<file path="src/swfr_pkg.sv">
package swfr_pkg;

   localparam int DEPTH_DEFAULT = 64;

   localparam int NOW_W    = 48;
   localparam int FRAME_W  = 32;
   localparam int DUR_W    = 31;
   localparam int WINDOW_W = 32;
   localparam int FPS_W    = 24;

   localparam logic [WINDOW_W-1:0] WINDOW_RESET = 32'd1000000;
   localparam logic [FPS_W-1:0]    FPS_MAX      = 24'hFFFFFF;

   // 256000000 = 125000 * 2**11
   localparam int SCALE_ODD   = 125000;
   localparam int SCALE_ODD_W = 17;
   localparam int SCALE_SHIFT = 11;

   typedef enum logic [3:0] {
      ST_IDLE,
      ST_EVICT_RD,
      ST_EVICT,
      ST_APPEND,
      ST_WALK_RD,
      ST_WALK_CHK,
      ST_DIV_START,
      ST_DIV_WAIT,
      ST_DONE
   } state_type;

endpackage

</file>
<file path="src/swfr_div.sv">
module swfr_div #(
   parameter int CntW = 7,
   parameter int SumW = 38
) (
   input  logic                        clock,
   input  logic                        reset,
   input  logic                        start,
   input  logic [CntW-1:0]             count,
   input  logic [SumW-1:0]             sum,
   output logic                        done,
   output logic [swfr_pkg::FPS_W-1:0]  fps
);

   localparam int ProdW = CntW + swfr_pkg::SCALE_ODD_W;
   localparam int NumW  = ProdW + swfr_pkg::SCALE_SHIFT;
   localparam int StepW = $clog2(NumW);

   logic             busy_ff, busy_in;
   logic             done_ff, done_in;
   logic [StepW-1:0] step_ff, step_in;
   logic             zero_ff, zero_in;
   logic [NumW-1:0]  num_ff, num_in;
   logic [SumW-1:0]  den_ff, den_in;
   logic [SumW-1:0]  rem_ff, rem_in;
   logic [NumW-1:0]  quo_ff, quo_in;

   logic [ProdW-1:0] prod;
   logic [SumW:0]    shifted;
   logic [SumW:0]    diff;
   logic             fits;

   assign prod    = ProdW'(count) * ProdW'(swfr_pkg::SCALE_ODD);
   assign shifted = {rem_ff, num_ff[NumW-1]};
   assign diff    = shifted - {1'b0, den_ff};
   assign fits    = shifted >= {1'b0, den_ff};

   always_comb begin
      busy_in = busy_ff;
      done_in = 1'b0;
      step_in = step_ff;
      zero_in = zero_ff;
      num_in  = num_ff;
      den_in  = den_ff;
      rem_in  = rem_ff;
      quo_in  = quo_ff;
      if (start) begin
         busy_in = 1'b1;
         step_in = StepW'(NumW - 1);
         zero_in = (sum == '0);
         num_in  = {prod, {swfr_pkg::SCALE_SHIFT{1'b0}}};
         den_in  = sum;
         rem_in  = '0;
      end else if (busy_ff) begin
         num_in = {num_ff[NumW-2:0], 1'b0};
         quo_in = {quo_ff[NumW-2:0], fits};
         rem_in = fits ? diff[SumW-1:0] : shifted[SumW-1:0];
         if (step_ff == '0) begin
            busy_in = 1'b0;
            done_in = 1'b1;
         end else begin
            step_in = step_ff - 1'b1;
         end
      end
   end

   always_ff @(posedge clock) begin
      if (reset) begin
         busy_ff <= 1'b0;
         done_ff <= 1'b0;
      end else begin
         busy_ff <= busy_in;
         done_ff <= done_in;
      end
   end

   always_ff @(posedge clock) begin
      step_ff <= step_in;
      zero_ff <= zero_in;
      num_ff  <= num_in;
      den_ff  <= den_in;
      rem_ff  <= rem_in;
      quo_ff  <= quo_in;
   end

   assign done = done_ff;

   always_comb begin
      if (zero_ff) begin
         fps = '0;
      end else if (|quo_ff[NumW-1:swfr_pkg::FPS_W]) begin
         fps = swfr_pkg::FPS_MAX;
      end else begin
         fps = quo_ff[swfr_pkg::FPS_W-1:0];
      end
   end

endmodule

</file>
<file path="config.mk">
export PLATFORM = sky130hd
export DESIGN_NAME = swfr_div
export DESIGN_NICKNAME = d
export VERILOG_FILES = /design/src/swfr_pkg.sv /design/src/swfr_div.sv
export SDC_FILE = /design/constraint.sdc
export NUM_CORES = 1
export LEC_CHECK = 0
export ABC_AREA = 0
export BUFFER_PORTS_ARGS = -buffer_cell sky130_fd_sc_hd__clkbuf_2
export CAP_MARGIN = 5
export CORE_MARGIN = 3
export CORE_UTILIZATION = 55
export DETAILED_ROUTE_END_ITERATION = 8
export PLACE_DENSITY = 0.78
export SYNTH_ARGS = -nofsm -noshare
export SYNTH_HDL_FRONTEND = slang
export SYNTH_SLANG_ARGS = --single-unit
export TNS_END_PERCENT = 100
</file>
<file path="constraint.sdc">
create_clock -name clock -period 4.85 [get_ports clock]
set_input_delay 0.485 -clock clock [delete_from_list [all_inputs] [get_ports clock]]
set_output_delay 0.485 -clock clock [all_outputs]
set_load 0.03 [all_outputs]
</file>
Word level (Yosys, flattened, before mapping):

Index checks and enable logic that the tools add are counted.

* logic and storage cells: 31
* input bits: 48
* output and inout port bits: 25
* register bits after elaboration: 141

* muxes and demuxes: 9
* add/sub/neg operators: 2
* $mul: 1
* bitwise logic cells: 3
* reduce and logical (&&, ||, !) cells: 7
* $lt $le $gt $ge: 1

Operators with widths (count)
* $mux 35: 2
* $mux 24: 2
* $ge 39x38->1: 1
* $logic_not 38->1: 1
* $mux 38: 1
* $sub 38x38->38: 1
* $mul 7x14->21 const B: 1
* $reduce_or 11->1: 1
* $logic_not 6->1: 1
* $sub 6x1->6 const B: 1
* $mux 1: 4
* $reduce_and 2->1: 2
* $not 1->1: 3
* $reduce_or 3->1: 1
* $reduce_bool 2->1: 1

Longest topological paths before layout:

* word-level depth: 4
* depth in mapped cells: 15
* gate-level depth less buffers: 14

Worst setup path before layout:

OpenSTA, ideal clock, no wires.

* kind: in2reg
* start point: in count[1]
* end point: reg num_ff[31], data pin
* required time: 4590 ps
* buffers on the path: 0
* stages on the path: 14
* data arrival time: 4055 ps
* library setup time: 260 ps
* slack: 535 ps
* cells stage by stage: fa_1 -> ha_1 -> inv_1 -> fa_1 -> inv_1 -> fa_1 -> ha_1 -> and4_1 -> a221o_1 -> o31ai_1 -> nand2b_1 -> a21oi_1 -> xnor2_1 -> mux2_2

* cells in the longest elaborated chain, start to end: 2

RTL lines
* from (decl): RTL line swfr_div.sv:8 `input logic [CntW-1:0] count,`
* $mul 7x14->21: RTL line swfr_div.sv:32 `assign prod = ProdW'(count) * ProdW'(swfr_pkg::SCALE_ODD);`
* $mux 35: RTL line swfr_div.sv:46 `if (start) begin`
* named net num_in[31]: RTL line swfr_div.sv:22 `logic [NumW-1:0] num_ff, num_in;`
* to (signal assigned): RTL line swfr_div.sv:79 `num_ff <= num_in;`
* to (decl): RTL line swfr_div.sv:22

The timed path passes the listed nets, and every way through them passes these cells.
A chain may end at the register's enable or synchronous reset.

Final worst setup path:

Ends and elaborated chain as after synthesis.

==> flow_metrics.env <==
export IMPL_ys_seq_area_share_pct=41.5
export IMPL_cts_reportedPaths_clkPinSlew_ps=60
export IMPL_layout_nets=1146
export IMPL_worstReg2RegStart="den_ff[2]$_DFFE_PP_"
export IMPL_yosys_warnings=0
export IMPL_drt_pre_antenna_iters=5
export IMPL_syn_area_per_cell_sq_um=9.71
export IMPL_grt_pass1_vias=6632
export IMPL_finalClockSkew_ps=7.44
export IMPL_synthCells=937
export IMPL_worstPathArrival_ps=4450
export IMPL_switching_share_pct=33.1
export IMPL_die_h_microns=135
export IMPL_vdd_ir_drop_max_mv=0.330
export IMPL_cp_cell_sequence="clkbuf_2, fa_1, ha_1, inv_1, fa_1, inv_1, fa_1, ha_1, and4_1, a221o_1, o31ai_1, nand2b_1, a21oi_1, xnor2_1, mux2_2"
export IMPL_ios=73
export IMPL_required_ps=5030
export IMPL_port_buffers=72
export IMPL_grt_pass1_wl_microns=32500
export IMPL_cts_buffer_depth=2
export IMPL_clkSinkCount=141
export IMPL_nFillCells=1303
export IMPL_period_share_pct=88.0
export IMPL_synth_area_leaders="edfxtp_1 (31%), ha_1 (12%), dfxtp_1 (10%), nor2_1 (4.2%), nand2_1 (3.5%)"
export IMPL_drt_vias_per_instance=5.77
export IMPL_critPathLaunchType="primary input"
export IMPL_drt_wirelength_per_cell_microns=15.8
export IMPL_p_comb_share_pct=29.6
export IMPL_netlist_top_cells_count="nor2_1 (103), edfxtp_1 (95), ha_1 (88)"
export IMPL_post_cts_buffers=0
export IMPL_crit_slowest_cell="fa_1"
export IMPL_ant_nets=0
export IMPL_p_int_mw=2.57
export IMPL_num_rows=46
export IMPL_hpwl_microns=13900
export IMPL_finalSetupViolations=0
export IMPL_areaGrowthSynthToFinish_pct=11.4
export IMPL_drv_slew=0
export IMPL_power_leakage_nw=4.33
export IMPL_grt_util_all_layers_pct=22.2
export IMPL_numCtsBuffers=17
export IMPL_die_w_microns=135
export IMPL_final_core_util_pct=63.2
export IMPL_hold_violations=0
export IMPL_fmax_mhz=234
export IMPL_clkLatencyLatePin_ps=430
export IMPL_postSynth_asyncResetShare_pct=0
export IMPL_fin_tns_setup_ps=0
export IMPL_synth_edf_count=95
export IMPL_antenna_cells=0
export IMPL_cts_hold_buf=0
export IMPL_dp_slack_ps=127
export IMPL_yosysUniqueCellTypes=77
export IMPL_synth_top_cell_by_area="edfxtp_1"
export IMPL_power_density_mw_per_mm2=379
export IMPL_status="finished clean"
export IMPL_end_kind="flop"
export IMPL_worstSetupStartpoint="count[1]"
export IMPL_die_area_sq_mm=0.0181
export IMPL_drive_gt1_share_pct=14.4
export IMPL_gp_congestion=0.902
export IMPL_htree_num_levels=4
export IMPL_worst_slew_pin_slew_ps=835
export IMPL_post_cts_resize_count=0
export IMPL_yosysMostFrequentCell="nor2_1"
export IMPL_slew_headroom_pct=44.2
export IMPL_place_inst=1194
export IMPL_route_detailed_drc=0
export IMPL_power_frac_seq_pct=38.7
export IMPL_p_switching_mw=1.27
export IMPL_crit_type="primary input to flop"
export IMPL_setup_ws_ps=584
export IMPL_fin_crit_ps=4270
export IMPL_grt_max_degree=57
export IMPL_worst_hold_path_type="primary input to flop"
export IMPL_rsz0062_at_grt="no"
export IMPL_grt_overflow=0
export IMPL_num_vias=7072
export IMPL_syn_nets=1086
export IMPL_min_from="reset"
export IMPL_maxCapViolCount=0
export IMPL_totalWireLength_microns=19300
export IMPL_synth_top_area_share_pct=31.3
export IMPL_finalNonFillerCells=1225
export IMPL_start_util_pct=56.7
export IMPL_ys_ff_latch=141
export IMPL_drtIter0Drc=626
export IMPL_grt_antenna_before_repair=0
export IMPL_p_clk_share_pct=31.7
export IMPL_cts_tree="done"
export IMPL_cts_root_buf="clkbuf_16"
export IMPL_syn_area_sq_mm=0.00910
export IMPL_synth_flop_cell="edfxtp_1"
export IMPL_critPathMaxFanout=6
export IMPL_cp_slowest_stage_delay_ps=530
export IMPL_coreArea_sq_mm=0.0161
export IMPL_cpMostUsedCell="fa_1"
## layout make-up
class / instances / area, sq um / share of cell area [%]
repair buffers: 78 / 408 / 4.02
inverters: 82 / 308 / 3.04
multi-input cells: 677 / 4830 / 47.6
flip-flops and latches: 141 / 3770 / 37.2
clock inverters: 14 / 124 / 1.22
well taps: 216 / 270 / 2.67
clock buffers: 17 / 425 / 4.19
## sequential cells by signal (all words and copies together), names as in the netlist
register,flops
den_ff,38
quo_ff,35
step_ff,6
num_ff,21
done,1
busy_ff,1
rem_ff,38
zero_ff,1
## power groups by stage
stage | Combinational (mW) | Clock, mW | Sequential, mW
after detailed placement | 1.12 | 0 | 1.51
after CTS | 1.13 | 1.24 | 1.49
final | 1.14 | 1.22 | 1.49
after global placement | 1.09 | 0 | 1.51
after global routing | 1.28 | 1.29 | 1.50
after floorplan | 0.899 | 0 | 1.49
## worst max-delay path: cells and delay by family
kind	cells	cell delay, ps
AOI/OAI and AO/OA	3	890
xor gates and xnor gates	1	80
adders and majority gates	5	2170
buffers and inverters	3	250
muxes	1	260
and+or+nand+nor	2	330
## metal layers
layer  GRT usage (%)  up-vias  share of wire [%]
met3            3.84       20                5.7
met5               0        -                  0
li1                -     3520                  -
met2            34.2      217                 44
met4            6.33        0                1.2
met1            32.3     3315                 49
## stage by stage
step | hold slack, ps | power, mW | area, sq um
2_1_floorplan | 427 | 2.39 | 9100
3_3_place_gp | 432 | 2.60 | 9590
3_5_place_dp | 432 | 2.63 | 9590
4_1_cts | 225 | 3.86 | 10100
5_1_grt | 228 | 4.07 | 10100
6_report | 243 | 3.84 | 10100
## kinds of logic after synthesis
| logic type | synth area share (%) |
|---|---|
| compound gates | 16.0 |
| flops | 41.5 |
| simple gates | 15.4 |
| fa+ha+maj | 15.0 |
| buf+inv | 5.43 |
| xor+xnor | 4.33 |
| mux | 2.39 |
## path summary, 6_finish.rpt
path | end | slack, ps | cells past startpoint
hold / removal | busy_ff$_SDFF_PP0_ | 240 | 2
setup / recovery | num_ff[31]$_DFFE_PP_ | 580 | 15
setup reg to reg | rem_ff[37]$_SDFFE_PP0P_ | 1450 | 12
hold reg to reg | quo_ff[4]$_DFFE_PP_ | 450 | 0
## layout by cell type, fill, tap and decap left out, types with 5 or more instances in the layout
cell type,synthesis,final
nand4_1,13,13
o311ai_0,7,7
dfxtp_1,46,46
a21o_1,20,20
clkbuf_16,0,17
nor2b_1,7,7
fa_1,13,13
a311oi_1,19,19
inv_1,79,79
o21ai_1,7,7
o21ai_0,29,29
a21oi_1,52,52
nor4_1,16,16
nand3_1,28,28
mux2_2,14,14
clkbuf_2,0,71
o211ai_1,6,6
a31oi_1,9,9
nand2b_1,5,5
nand2_1,84,84
xor2_1,14,14
xnor2_1,31,31
nor3_1,20,20
buf_4,5,7
and3_1,9,9
ha_1,88,88
edfxtp_1,95,95
inv_6,0,6
nor2_1,103,103
o21a_1,6,6
mux2i_1,6,6
Power figures use the tool's default switching activity.
